--- src/sv/das_pkg.sv ---
`timescale 1ns / 1ps
// Shared types and constants for the door actuator sequencer.
// No dependencies; imported by door_actuator_sequencer.
package das_pkg;

  // Fixed field widths of the configuration registers
  localparam int CFG_IDX_W  = 3;
  localparam int CFG_DATA_W = 16;
  localparam int TICK_W     = 16;
  localparam int STEP_W     = 4;
  localparam int FRAME_W    = 9;
  localparam int PULSE_W    = 6;

  // Register reset values
  localparam logic [TICK_W-1:0]  DEBOUNCE_RST    = 16'd10000;
  localparam logic [TICK_W-1:0]  SETTLE_RST      = 16'd20000;
  localparam logic [TICK_W-1:0]  FAULT_STEP_RST  = 16'd20000;
  localparam logic [STEP_W-1:0]  OPEN_STEPS_RST  = 4'd7;
  localparam logic [STEP_W-1:0]  CLOSE_STEPS_RST = 4'd6;
  localparam logic [FRAME_W-1:0] PWM_PERIOD_RST  = 9'd360;
  localparam logic [PULSE_W-1:0] OPEN_WIDTH_RST  = 6'd31;
  localparam logic [PULSE_W-1:0] CLOSE_WIDTH_RST = 6'd21;

  // Configuration register indexes
  typedef enum logic [CFG_IDX_W-1:0] {
    CFG_DEBOUNCE    = 3'd0,
    CFG_SETTLE      = 3'd1,
    CFG_FAULT_STEP  = 3'd2,
    CFG_OPEN_STEPS  = 3'd3,
    CFG_CLOSE_STEPS = 3'd4,
    CFG_PWM_PERIOD  = 3'd5,
    CFG_OPEN_WIDTH  = 3'd6,
    CFG_CLOSE_WIDTH = 3'd7
  } cfg_idx_t;

  // Sequencer phases, one-hot
  typedef enum logic [11:0] {
    PH_TOP         = 12'b0000_0000_0001,
    PH_W_MAN       = 12'b0000_0000_0010,
    PH_W_AUTO      = 12'b0000_0000_0100,
    PH_W_OPEN_BTN  = 12'b0000_0000_1000,
    PH_W_CLOSE_BTN = 12'b0000_0001_0000,
    PH_W_AFTER     = 12'b0000_0010_0000,
    PH_OPEN_RELAY  = 12'b0000_0100_0000,
    PH_OPEN_RUN    = 12'b0000_1000_0000,
    PH_CLOSE_RELAY = 12'b0001_0000_0000,
    PH_CLOSE_RUN   = 12'b0010_0000_0000,
    PH_SLEEP       = 12'b0100_0000_0000,
    PH_HALT        = 12'b1000_0000_0000
  } phase_t;

  // One tick item: sampled switch and light levels
  typedef struct packed {
    logic auto_mode;
    logic open_button_n;
    logic close_button_n;
    logic door_up;
    logic door_down;
    logic light_high;
    logic light_wake;
  } in_t;

  // One result item: actuator and status levels
  typedef struct packed {
    logic servo_out;
    logic relay_on;
    logic led_on;
    logic asleep;
    logic fault_halt;
  } out_t;

endpackage

--- src/sv/door_actuator_sequencer.sv ---
`timescale 1ns / 1ps
// Door actuator sequencer: tick-driven door controller with servo PWM and relay.
// Depends on das_pkg (payload structs, phase and register index codes).
//
// Usage:
//   in_*   : one transfer per timer tick carrying the sampled switch and light
//            levels (in_t). Each tick yields exactly one result transfer.
//   out_*  : servo pulse, relay, LED, asleep and halt levels (out_t).
//   cfg_*  : register writes (index, data); always ready. Write only while
//            the block holds no tick whose result is still undelivered.
// Order: a tick is captured in the input register; once the result slot is
//   free, the sequencer updates its state and the result register takes the
//   result on the same edge, so a tick passes the input and result registers in turn.
// Throughput: one tick per clock while out_ready is high; the input register
//   and the result register let a new tick in while a finished result still waits.
// Stall: when out_ready is low, the result register holds, the pending tick
//   stays in the input register and in_ready drops until the result is taken.
// Reset (rst_n low, synchronous): registers return to their defaults, the
//   sequencer goes to the top of its loop, LED on, servo and relay off.
module door_actuator_sequencer
  import das_pkg::*;
#(
  parameter int WAIT_BITS = 16
) (
  input  logic                  clk,
  input  logic                  rst_n,
  input  logic                  in_valid,
  output logic                  in_ready,
  input  in_t                   in_data,
  output logic                  out_valid,
  input  logic                  out_ready,
  output out_t                  out_data,
  input  logic                  cfg_valid,
  output logic                  cfg_ready,
  input  logic [CFG_IDX_W-1:0]  cfg_index,
  input  logic [CFG_DATA_W-1:0] cfg_data
);

  localparam int EXT_W = ((WAIT_BITS > TICK_W) ? WAIT_BITS : TICK_W) + 1;

  // Configuration registers
  logic [TICK_W-1:0]  debounce_r, settle_r, fault_step_r;
  logic [STEP_W-1:0]  open_steps_r, close_steps_r;
  logic [FRAME_W-1:0] pwm_period_r;
  logic [PULSE_W-1:0] open_width_r, close_width_r;

  // Handshake registers
  logic in_valid_r, out_valid_r;
  in_t  in_data_r;
  out_t out_data_r, out_data_nxt;
  logic fire;

  // Sequencer state
  phase_t               phase_r, phase_nxt;
  logic                 ret_sleep_r, ret_sleep_nxt;
  logic [WAIT_BITS-1:0] wait_r, wait_nxt;
  logic [STEP_W-1:0]    steps_r, steps_nxt;
  logic [FRAME_W-1:0]   frame_r, frame_nxt;
  logic [PULSE_W-1:0]   pulse_r, pulse_nxt;
  logic                 armed_r, armed_nxt;
  logic                 servo_en_r, servo_en_nxt;
  logic [PULSE_W-1:0]   width_r, width_nxt;
  logic                 servo_r, servo_nxt;
  logic                 relay_r, relay_nxt;
  logic                 led_r, led_nxt;
  logic                 wake_last_r, wake_last_nxt;
  logic                 halted_r, halted_nxt;

  // Wait targets: d+1 for debounce and settle, d for the fault step, wrapped to the wait counter width
  logic [EXT_W-1:0]     debounce_ext, settle_ext, fault_ext;
  logic [WAIT_BITS-1:0] debounce_tgt, settle_tgt, fault_tgt;

  assign debounce_ext = EXT_W'(debounce_r) + EXT_W'(1);
  assign settle_ext   = EXT_W'(settle_r) + EXT_W'(1);
  assign fault_ext    = EXT_W'(fault_step_r);
  assign debounce_tgt = debounce_ext[WAIT_BITS-1:0];
  assign settle_tgt   = settle_ext[WAIT_BITS-1:0];
  assign fault_tgt    = fault_ext[WAIT_BITS-1:0];

  // Handshake: the sequencer steps when a tick is held and the result slot frees
  assign fire      = in_valid_r && (!out_valid_r || out_ready);
  assign in_ready  = !in_valid_r || fire;
  assign out_valid = out_valid_r;
  assign out_data  = out_data_r;
  assign cfg_ready = 1'b1;

  // Configuration writes
  always_ff @(posedge clk) begin
    if (!rst_n) begin
      debounce_r    <= DEBOUNCE_RST;
      settle_r      <= SETTLE_RST;
      fault_step_r  <= FAULT_STEP_RST;
      open_steps_r  <= OPEN_STEPS_RST;
      close_steps_r <= CLOSE_STEPS_RST;
      pwm_period_r  <= PWM_PERIOD_RST;
      open_width_r  <= OPEN_WIDTH_RST;
      close_width_r <= CLOSE_WIDTH_RST;
    end else if (cfg_valid) begin
      case (cfg_index)
        CFG_DEBOUNCE:    debounce_r    <= cfg_data;
        CFG_SETTLE:      settle_r      <= cfg_data;
        CFG_FAULT_STEP:  fault_step_r  <= cfg_data;
        CFG_OPEN_STEPS:  open_steps_r  <= cfg_data[STEP_W-1:0];
        CFG_CLOSE_STEPS: close_steps_r <= cfg_data[STEP_W-1:0];
        CFG_PWM_PERIOD:  pwm_period_r  <= cfg_data[FRAME_W-1:0];
        CFG_OPEN_WIDTH:  open_width_r  <= cfg_data[PULSE_W-1:0];
        CFG_CLOSE_WIDTH: close_width_r <= cfg_data[PULSE_W-1:0];
        default: ;
      endcase
    end
  end

  // Next-state logic for one tick
  always_comb begin
    logic                 wake_edge;
    logic [FRAME_W-1:0]   frame_inc;
    logic [WAIT_BITS-1:0] wait_inc;
    logic [STEP_W-1:0]    steps_inc;
    logic                 opening;
    logic                 limit;
    phase_t               top_phase;

    phase_nxt     = phase_r;
    ret_sleep_nxt = ret_sleep_r;
    wait_nxt      = wait_r;
    steps_nxt     = steps_r;
    frame_nxt     = frame_r;
    pulse_nxt     = pulse_r;
    armed_nxt     = armed_r;
    servo_en_nxt  = servo_en_r;
    width_nxt     = width_r;
    servo_nxt     = servo_r;
    relay_nxt     = relay_r;
    led_nxt       = led_r;
    halted_nxt    = halted_r;

    wake_edge     = wake_last_r && !in_data_r.light_wake;
    wake_last_nxt = in_data_r.light_wake;
    frame_inc     = frame_r + FRAME_W'(1);
    wait_inc      = wait_r + WAIT_BITS'(1);
    steps_inc     = steps_r + STEP_W'(1);
    top_phase     = in_data_r.auto_mode ? PH_W_AUTO : PH_W_MAN;
    opening       = (phase_r == PH_OPEN_RELAY) || (phase_r == PH_OPEN_RUN) ||
                    (phase_r == PH_W_OPEN_BTN) ||
                    ((phase_r == PH_W_AUTO) && !(in_data_r.door_up));
    limit         = 1'b0;

    if (phase_r == PH_HALT) begin
      // frozen until reset
    end else if (phase_r == PH_SLEEP) begin
      if (wake_edge) begin
        phase_nxt = PH_W_AFTER;
        wait_nxt  = '0;
      end
    end else begin
      // Servo pulse generator
      if (servo_en_r) begin
        if (frame_inc == pwm_period_r) begin
          frame_nxt = '0;
          pulse_nxt = '0;
          armed_nxt = 1'b1;
        end else begin
          frame_nxt = frame_inc;
          if (armed_r) begin
            if (pulse_r == width_r) begin
              armed_nxt = 1'b0;
              servo_nxt = 1'b0;
            end else begin
              servo_nxt = 1'b1;
              pulse_nxt = pulse_r + PULSE_W'(1);
            end
          end
        end
      end
      wait_nxt = wait_inc;
      led_nxt  = !led_r;

      case (phase_r)
        PH_W_MAN: begin
          if (wait_inc == settle_tgt) begin
            wait_nxt = '0;
            if (in_data_r.auto_mode) begin
              phase_nxt = PH_W_AUTO;
            end else if (!in_data_r.open_button_n) begin
              phase_nxt = PH_W_OPEN_BTN;
            end else if (!in_data_r.close_button_n) begin
              phase_nxt = PH_W_CLOSE_BTN;
            end else begin
              phase_nxt = PH_W_MAN;
            end
          end
        end
        PH_W_AUTO: begin
          if (wait_inc == settle_tgt) begin
            if (!in_data_r.auto_mode) begin
              phase_nxt = PH_W_MAN;
              wait_nxt  = '0;
            end else begin
              // Decide whether a move is due; the door direction follows light
              if (in_data_r.door_up) begin
                limit = in_data_r.light_high || in_data_r.light_wake;
              end else if (in_data_r.door_down) begin
                limit = !in_data_r.light_high;
              end else begin
                limit = !in_data_r.light_high;
              end
              if (limit) begin
                phase_nxt = PH_SLEEP;
                led_nxt   = 1'b0;
              end else begin
                // Start a move that returns to sleep; skipped if the target limit is closed
                ret_sleep_nxt = 1'b1;
                if (opening ? in_data_r.door_up : in_data_r.door_down) begin
                  phase_nxt = PH_SLEEP;
                  led_nxt   = 1'b0;
                end else begin
                  relay_nxt = 1'b1;
                  wait_nxt  = '0;
                  phase_nxt = opening ? PH_OPEN_RELAY : PH_CLOSE_RELAY;
                end
              end
            end
          end
        end
        PH_W_OPEN_BTN, PH_W_CLOSE_BTN: begin
          if (wait_inc == debounce_tgt) begin
            wait_nxt  = '0;
            phase_nxt = PH_W_AFTER;
            if (opening ? !in_data_r.open_button_n : !in_data_r.close_button_n) begin
              ret_sleep_nxt = 1'b0;
              limit         = opening ? in_data_r.door_up : in_data_r.door_down;
              if (!limit) begin
                relay_nxt = 1'b1;
                phase_nxt = opening ? PH_OPEN_RELAY : PH_CLOSE_RELAY;
              end
            end
          end
        end
        PH_W_AFTER: begin
          if (wait_inc == settle_tgt) begin
            phase_nxt = top_phase;
            wait_nxt  = '0;
          end
        end
        PH_OPEN_RELAY, PH_CLOSE_RELAY, PH_OPEN_RUN, PH_CLOSE_RUN: begin
          limit = opening ? in_data_r.door_up : in_data_r.door_down;
          if ((phase_r == PH_OPEN_RELAY) || (phase_r == PH_CLOSE_RELAY)) begin
            // Relay settled: begin driving the servo
            if (wait_inc == debounce_tgt) begin
              width_nxt    = opening ? open_width_r : close_width_r;
              servo_en_nxt = 1'b1;
              wait_nxt     = '0;
              steps_nxt    = '0;
              phase_nxt    = opening ? PH_OPEN_RUN : PH_CLOSE_RUN;
            end
          end else if (!limit && (wait_inc == fault_tgt)) begin
            wait_nxt  = '0;
            steps_nxt = steps_inc;
          end
          if ((phase_nxt == PH_OPEN_RUN) || (phase_nxt == PH_CLOSE_RUN)) begin
            if (limit) begin
              // Normal stop at the limit switch
              width_nxt    = '0;
              servo_en_nxt = 1'b0;
              relay_nxt    = 1'b0;
              if (ret_sleep_r) begin
                phase_nxt = PH_SLEEP;
                led_nxt   = 1'b0;
              end else begin
                phase_nxt = PH_W_AFTER;
                wait_nxt  = '0;
              end
            end else if ((steps_nxt >= (opening ? open_steps_r : close_steps_r)) &&
                         ((steps_nxt != steps_r) || (phase_r != phase_nxt))) begin
              // Timeout: halt, except a close move in automatic mode just stops
              if (opening || !in_data_r.auto_mode) begin
                servo_en_nxt = 1'b0;
                servo_nxt    = 1'b0;
                relay_nxt    = 1'b0;
                led_nxt      = 1'b0;
                halted_nxt   = 1'b1;
                phase_nxt    = PH_HALT;
              end else begin
                width_nxt    = '0;
                servo_en_nxt = 1'b0;
                relay_nxt    = 1'b0;
                if (ret_sleep_r) begin
                  phase_nxt = PH_SLEEP;
                  led_nxt   = 1'b0;
                end else begin
                  phase_nxt = PH_W_AFTER;
                  wait_nxt  = '0;
                end
              end
            end
          end
        end
        default: begin
          phase_nxt = top_phase;
          wait_nxt  = '0;
        end
      endcase
    end

    out_data_nxt.servo_out  = servo_nxt;
    out_data_nxt.relay_on   = relay_nxt;
    out_data_nxt.led_on     = led_nxt;
    out_data_nxt.asleep     = (phase_nxt == PH_SLEEP);
    out_data_nxt.fault_halt = halted_nxt;
  end

  // Input register
  always_ff @(posedge clk) begin
    if (!rst_n) begin
      in_valid_r <= 1'b0;
    end else if (in_ready) begin
      in_valid_r <= in_valid;
    end
  end

  always_ff @(posedge clk) begin
    if (in_valid && in_ready) begin
      in_data_r <= in_data;
    end
  end

  // Result register
  always_ff @(posedge clk) begin
    if (!rst_n) begin
      out_valid_r <= 1'b0;
    end else if (fire) begin
      out_valid_r <= 1'b1;
    end else if (out_ready) begin
      out_valid_r <= 1'b0;
    end
  end

  always_ff @(posedge clk) begin
    if (fire) begin
      out_data_r <= out_data_nxt;
    end
  end

  // Sequencer state update, one step per tick
  always_ff @(posedge clk) begin
    if (!rst_n) begin
      phase_r     <= PH_TOP;
      ret_sleep_r <= 1'b0;
      wait_r      <= '0;
      steps_r     <= '0;
      frame_r     <= '0;
      pulse_r     <= '0;
      armed_r     <= 1'b1;
      servo_en_r  <= 1'b0;
      width_r     <= '0;
      servo_r     <= 1'b0;
      relay_r     <= 1'b0;
      led_r       <= 1'b1;
      wake_last_r <= 1'b0;
      halted_r    <= 1'b0;
    end else if (fire) begin
      phase_r     <= phase_nxt;
      ret_sleep_r <= ret_sleep_nxt;
      wait_r      <= wait_nxt;
      steps_r     <= steps_nxt;
      frame_r     <= frame_nxt;
      pulse_r     <= pulse_nxt;
      armed_r     <= armed_nxt;
      servo_en_r  <= servo_en_nxt;
      width_r     <= width_nxt;
      servo_r     <= servo_nxt;
      relay_r     <= relay_nxt;
      led_r       <= led_nxt;
      wake_last_r <= wake_last_nxt;
      halted_r    <= halted_nxt;
    end
  end

  // Halt is final and leaves the actuators unpowered
  a_halt_sticky: assert property (@(posedge clk) disable iff (!rst_n)
    halted_r |=> halted_r)
    else $error("halt flag cleared without reset");

  a_halt_safe: assert property (@(posedge clk) disable iff (!rst_n)
    halted_r |-> (!relay_r && !servo_en_r && !servo_r))
    else $error("actuator active while halted");

  // Sleeping never happens with a move in progress
  a_sleep_idle: assert property (@(posedge clk) disable iff (!rst_n)
    (phase_r == PH_SLEEP) |-> (!relay_r && !servo_en_r))
    else $error("relay or servo on while asleep");

endmodule
--- config.mk ---
export PLATFORM = sky130hd
export DESIGN_NAME = door_actuator_sequencer
export DESIGN_NICKNAME = d
export VERILOG_FILES = /design/src/sv/das_pkg.sv /design/src/sv/door_actuator_sequencer.sv
export SDC_FILE = /design/constraint.sdc
export NUM_CORES = 1
export LEC_CHECK = 0
export BUFFER_PORTS_ARGS = -buffer_cell sky130_fd_sc_hd__buf_2
export CAP_MARGIN = 20
export CORE_MARGIN = 2
export CORE_UTILIZATION = 42
export CTS_CLUSTER_DIAMETER = 50
export CTS_CLUSTER_SIZE = 20
export DETAILED_ROUTE_END_ITERATION = 6
export PLACE_DENSITY = 0.57
export SETUP_SLACK_MARGIN = 0.3
export SLEW_MARGIN = 0
export SYNTH_ARGS = -nofsm -noshare
export SYNTH_HDL_FRONTEND = slang
export SYNTH_SLANG_ARGS = --single-unit
--- constraint.sdc ---
create_clock -name clk -period 5.2 [get_ports clk]
set_clock_uncertainty 0.2 [all_clocks]
set_input_delay 0.52 -clock clk [delete_from_list [all_inputs] [get_ports clk]]
set_output_delay 0.52 -clock clk [all_outputs]
set_load 0.01 [all_outputs]
; After elaboration in Yosys (flattened, before gate mapping)
; Cells that the tools add are included.
[word_totals]
register_bits = 152
elab_cells = 254
[classes]
addsub = 6
n_lt_le_gt_ge = 1
eq_ne = 35
n_mux = 128
n_bitwise = 2
n_reduce_logical = 46
[ops]
columns = operator, count
row1 = 2-to-1 mux 16 bit, 15
row2 = 2-to-1 mux 12 bit, 16
row3 = case mux 16 bit (4 select lines), 1
row4 = 2-to-1 mux 1 bit, 62
row5 = 2-to-1 mux 6 bit, 10
row6 = case mux 12 bit (5 select lines), 1
row7 = adder 16 x 1 -> 16 bit (second input constant), 3
row8 = == test 16 bit, 3
row9 = 2-to-1 mux 11 bit, 4
row10 = 2-to-1 mux 9 bit, 4
row11 = 2-to-1 mux 4 bit, 7
row12 = == test 12 x 10 -> 1 bit (second input constant), 2
row13 = == test 12 x 11 -> 1 bit (second input constant), 2
row14 = == test 12 x 8 -> 1 bit (second input constant), 2
row15 = AND reduction 2 bit, 8
row16 = 2-to-1 mux 5 bit, 3
row17 = == test 12 bit (second input constant), 1
row18 = == test 12 x 2 -> 1 bit (second input constant), 1
row19 = == test 12 x 3 -> 1 bit (second input constant), 1
row20 = == test 12 x 4 -> 1 bit (second input constant), 1
row21 = == test 12 x 5 -> 1 bit (second input constant), 1
row22 = == test 12 x 6 -> 1 bit (second input constant), 1
row23 = == test 12 x 7 -> 1 bit (second input constant), 1
row24 = == test 12 x 9 -> 1 bit (second input constant), 1
row25 = other kinds (29), 67

; Depth between registers and ports, before layout
[depth]
depth_word = 22
ltp_mapped = 23
depth_no_buf = 20

; Worst setup path after synthesis
; No wires, ideal clock.
[synth_path]
path_kind = reg2reg
start = register debounce_r[0]
end = register width_r[4]
setup_ns = 0.071
t_arrival_ns = 4.383
required_ns = 4.929
setup_slack_ns = 0.546
path_stages_with_launch = 21
n_path_buf = 0
period_less_slack_ns = 4.654
path_cell_list = dfxtp_1 ha_1 nand4_1 or4_1 o211ai_1 nand4_1 nor4b_2 nand4_2 nand3_1 o21a_1 ha_1 nand2b_1 a21o_1 a21o_1 a21oi_1 nor2b_1 a41o_1 o21bai_1 a2bb2oi_1 nand3_1 o21ai_1
[synth_between]
elab_chain_cells = 13
elab_cells_between_ends = 26
cone_classes = 1 x add/sub / 1 x order compare / 5 x eq/ne / 16 x mux / 3 x reduce/logical
[synth_lines]
columns = item, line
row1 = "start, declared", door_actuator_sequencer.sv:42  ; logic [TICK_W-1:0] debounce_r, settle_r, fault_step_r;
row2 = "start signal, assigned", door_actuator_sequencer.sv:100  ; CFG_DEBOUNCE: debounce_r <= cfg_data;
row3 = adder 16 x 1 -> 16 bit *, door_actuator_sequencer.sv:73  ; assign debounce_ext = EXT_W'(debounce_r) + EXT_W'(1);
row4 = == test 16 bit *, door_actuator_sequencer.sv:249  ; if (wait_inc == debounce_tgt) begin
row5 = branches (longest 10 deep; another with greater-or-equal comparator 4 bit), -
row6 = 2-to-1 mux 6 bit *, door_actuator_sequencer.sv:260  ; if ((phase_nxt == PH_OPEN_RUN) || (phase_nxt == PH_CLOSE_RUN)) begin
row7 = "end signal, assigned", door_actuator_sequencer.sv:370  ; width_r <= width_nxt;
row8 = "end, declared", door_actuator_sequencer.sv:62  ; logic [PULSE_W-1:0] width_r, width_nxt;
; Every way passes the cells marked *. The select of a mux whose other input is x is not followed.
; A chain may end at the register's enable or synchronous reset.

; Worst setup path in the final report
[layout_path]
start = register phase_r[0]
end = register wait_r[2]
[layout_between]
elab_chain_cells = 20
elab_cells_between_ends = 59
cone_classes = 1 x order compare / 16 x eq/ne / 26 x mux / 1 x bitwise / 15 x reduce/logical
[layout_lines]
columns = item, line
row1 = "start, declared", door_actuator_sequencer.sv:54  ; phase_t phase_r, phase_nxt;
row2 = "start signal, assigned", door_actuator_sequencer.sv:362  ; phase_r <= phase_nxt;
row3 = branches (longest 20 deep; another with == test 12 x 7 -> 1 bit), -
row4 = "end signal, assigned", door_actuator_sequencer.sv:364  ; wait_r <= wait_nxt;
row5 = "end, declared", door_actuator_sequencer.sv:56  ; logic [WAIT_BITS-1:0] wait_r, wait_nxt;
; Several ways; the timed one is not identified. The select of a mux whose other input is x is not followed.

==> results.txt <==
----------------------------------------------------
[Status]
  Outcome ... finished, final reports clean

[Floorplanning]
  Die Height ... 152 µm
  Placeable core region ... 0.0216 mm²
  Overall die width ... between 150 and 200 µm
  Boundary Pins ... 39
  Placement Rows ... 54
  Initial core utilization ... 42.5%
  Full die area ... between 0.02 and 0.025 mm²

[Power]
  Reported leakage power ... around 4.1 nW
  Power per Cell Area ... around 240 mW/mm²
  Maximum vdd drop ... 0.000206 V

[Timing]
  Least-Margin Pin Slew ... 0.960 ns
  Setup TNS ... 0 ns
  Max Clock Freq ... 0.212 GHz
  Portion of the clock cycle consumed by the worst path in the final layout ... 90.8%
  Final hold violation count ... 0
  Worst rel slew slack ... about 36%
  Unrepaired setup endpoints after global routing ... no
  Max-slew violation count ... 0
  Time the worst path needs with I/O delays and setup ... 4.72 ns
  Final worst setup slack ... approximately 0.48 ns
  Final setup violation count ... 0

[Critical path]
  Launch point of the worst path ... phase_r[0]
  CP Data Arrival Time ... between 4 and 5 ns
  Category of cells accounting for the largest share of critical-path delay ... compound AO/OA/AOI/OAI gates
  Critical path buffer and inverter count ... 1
  Delay of the slowest cell on the worst path ... around 0.56 ns
  Stages on the worst setup path ... 19
  Required time of the worst setup path ... between 5 and 6 ns
  Crit-path cells ... or4_4 > nand4b_1 > a32oi_1 > o21ai_2 > a2111oi_2 > nand4_1 > o21a_1 > ha_1 > nand2b_1 > a21o_1 > a21o_1 > a21oi_2 > nor2b_1 > a41o_1 > a21oi_4 > buf_12 > a21oi_4 > o22ai_2 > mux2_2
  Number of cells on the worst reg-to-reg path ... 19
  Worst setup path endpoint ... wait_r[2]
  Critical path's slowest cell ... or4_4
  Kind of critical path ... reg2reg
  Biggest fanout along the worst timing path ... 5
  Kind of end point of the critical path ... register
  Register-to-register path setup slack ... between 0.4 and 0.5 ns
  Worst R2R End ... wait_r[2]
  RR Startpoint ... phase_r[0]
  CP startpoint kind ... register

[Cells and area]
  Fill cell count ... about 2100
  Number of standard cells in the final layout excluding fillers ... approximately 1500
  Share of post-route cells with drive strength above 1 ... 17.4%
  Antenna diodes ... 0
  Number of nets in the layout ... between 1000 and 1500
  Synthesis-to-finish area growth ... 18.7%
  Util after Layout ... between 50% and 60%

[Run]
  Max cap viols ... 0

[GRT]
  Pin count of the biggest net entering global routing ... 79
  Grt total ovfl ... 0
  Global-route total usage across every layer ... between 20 and 25%
  First-pass GRT wire length ... roughly 45000 µm
  Vias in the first global route ... just over 8000
  Initial antenna violation count ... 0

[Clocking]
  Clock-pin transition on the worst setup and hold timing paths ... ~0.070 ns
  Hold_buf cts ... 0
  Longest Clk Path Bufs ... 2
  Root buffer cell ... clkbuf_16
  Num CTS Buffers ... 17
  Clock insertion delay at the later pin of the skew report ... about 0.44 ns
  TritonCTS Sinks ... around 150
  H-tree depth reported by CTS ... 4
  Clock tree from TritonCTS ... yes

[Place]
  Place WS ... -0.0180 ns
  Post-Place Cells ... around 1500
  Half-perimeter wire length after detailed placement ... between 20000 and 25000 µm
  Buffers added on ports ... 37
  Final weighted congestion of routability-driven global placement ... 0.914

[Synthesis]
  Mux share of post-synthesis cell area ... slightly below 4%
  Post-synthesis share of cell area spent on and, or, nand and nor gates ... between 20% and 30%
  Post-synthesis instance total ... approximately 1200
  Most repeated cell in the gate-level netlist after synthesis ... nand2_1
  Syn_area_per_cell ... 7.94 µm²
  Synth cell count leaders ... nand2_1, dfxtp_1, a21oi_1, nand3_1, nor2_1
  Share of synthesized area occupied by flip-flops and latches ... between 30% and 40%
  Async S/R FF share, synth ... 0%
  Complex-gate fraction of the synthesized area ... a little under 20%
  Post-synthesis adder-cell area fraction ... under 10%
  Post-Synthesis Net Count ... ~1200
  Flip-flop and latch count after synthesis ... between 150 and 200
  Number of different library cells in the post-synthesis netlist ... 79
  Main combinational cell family by area after synthesis ... simple AND/OR/NAND/NOR gates
  Synthesis Warnings ... 0
  Cell types occupying the most area after synthesis ... dfxtp_1, nand2_1, xnor2_1
  Most frequently used flop master after synthesis ... dfxtp_1
  Post-synthesis cell type with the largest combined area ... dfxtp_1
  Share of the synthesized area in the top cell type ... a little under a third
  Post-Synth XOR/XNOR Area ... 8.23%
  Cell area after synthesis ... 0.00918 mm²
  Number of flops mapped to enable cells by yosys ... 12

[Route]
  Number of detailed-routing iterations run before antenna repair ... 6
  DRC violation total after the first TritonRoute iteration ... about 750
  Residual DRC count ... 0
  Routed wire length ... roughly 29000 µm
  Final ANT Viol Nets ... 0
  Average vias per placed instance ... 5.83
  Total via count after detailed routing ... roughly 8900
  DR WL/cell ... ~19 µm

[Worst hold path]
  Startpoint of the worst hold path ... in_data[1]
  Worst hold path class ... in2reg
  Hold Crit Depth ... 1

----------------------------------------------------
layout by cell type, fill, tap and decap left out, types with 20 or more instances in the layout:
master,netlist,final
a21oi_1,80,78
buf_2,10,37
buf_4,7,80
dfxtp_1,140,132
mux2i_1,33,33
nand2_1,197,197
nand3_1,73,72
nand4_1,23,23
nor2_1,64,63
nor3_1,29,28
o211ai_1,20,20
o21ai_1,25,25
xnor2_1,55,52
xor2_1,21,21
power by group:
part | switching, mW | internal, mW | leakage [nW]
clock network | 0.565 | 0.653 | 0.275
logic | 0.112 | 0.0647 | 2.58
registers | 0.0247 | 1.20 | 1.25
cell families after synthesis:
group / after synthesis
xor gates and xnor gates: 80
and+or+nand+nor: 520
DFF: 152
other: 1
buffers and inverters: 90
muxes: 35
AOI/OAI and AO/OA: 268
adders and majority gates: 10
state kept, by name (all words and copies together), names as in the netlist, 3 cells and up, named ones only:
| register | flops |
|---|---|
| pulse_r | 6 |
| phase_r | 12 |
| close_steps_r | 4 |
| fault_step_r | 16 |
| close_width_r | 6 |
| debounce_r | 16 |
| out_data | 5 |
| width_r | 6 |
| frame_r | 9 |
| settle_r | 16 |
| wait_r | 16 |
| in_data_r | 6 |
| open_steps_r | 4 |
| steps_r | 3 |
| pwm_period_r | 9 |
| open_width_r | 6 |
routing by layer:
layer  up-vias  global-route usage [%]  wire (µm)
met3        60                    4.34       1560
met5         -                       0          0
li1       4339                       -          -
met1      4189                    34.5      13600
met4         0                    7.88        710
met2       279                    37.6      12600
worst min path at each step:
| stage | to | slack (ns) |
|---|---|---|
| 6_report | in_data_r[1] | 0.05 |
| 5_1_grt | wake_last_nxt | 0.04 |
| 4_1_cts | wake_last_nxt | 0.04 |
| 3_5_place_dp | halted_r | 0.25 |
| 3_3_place_gp | halted_r | 0.24 |
| 2_1_floorplan | halted_r | 0.23 |
per-stage QoR:
step	total power, mW	hold WS (ns)	area, µm²
2_1_floorplan	1.35	0.232	9180
3_3_place_gp	1.42	0.243	10000
3_5_place_dp	1.42	0.251	10000
4_1_cts	2.63	0.0398	10600
5_1_grt	2.71	0.0394	10900
6_report	2.62	0.0540	10900
worst register-to-register path, cell delays in order (launching register included):
cell and delay (ns):
dfxtp_1 0.34, or4_4 0.56, nand4b_1 0.30, a32oi_1 0.27
o21ai_2 0.12, a2111oi_2 0.35, nand4_1 0.22, o21a_1 0.27
ha_1 0.27, nand2b_1 0.09, a21o_1 0.10, a21o_1 0.12
a21oi_2 0.06, nor2b_1 0.14, a41o_1 0.26, a21oi_4 0.08
buf_12 0.15, a21oi_4 0.31, o22ai_2 0.10, mux2_2 0.29
final cells by class:
type / count / area (µm²) / area share (%)
multi-input cells: 916 / 5890 / 54.1
well taps: 280 / 350 / 3.21
flip-flops and latches: 152 / 3170 / 29.1
clock inverters: 12 / 106 / 0.976
repair buffers: 120 / 837 / 7.68
inverters: 22 / 82.6 / 0.758
clock buffers: 20 / 457 / 4.19
repair_timing:
action,in CTS,in global routing
setup buffers,1,3
gates cloned,1,1
setup endpoints to repair,23,31
pin swaps,2,15
resized for setup,5,46
(Power assumes the default switching activity.)
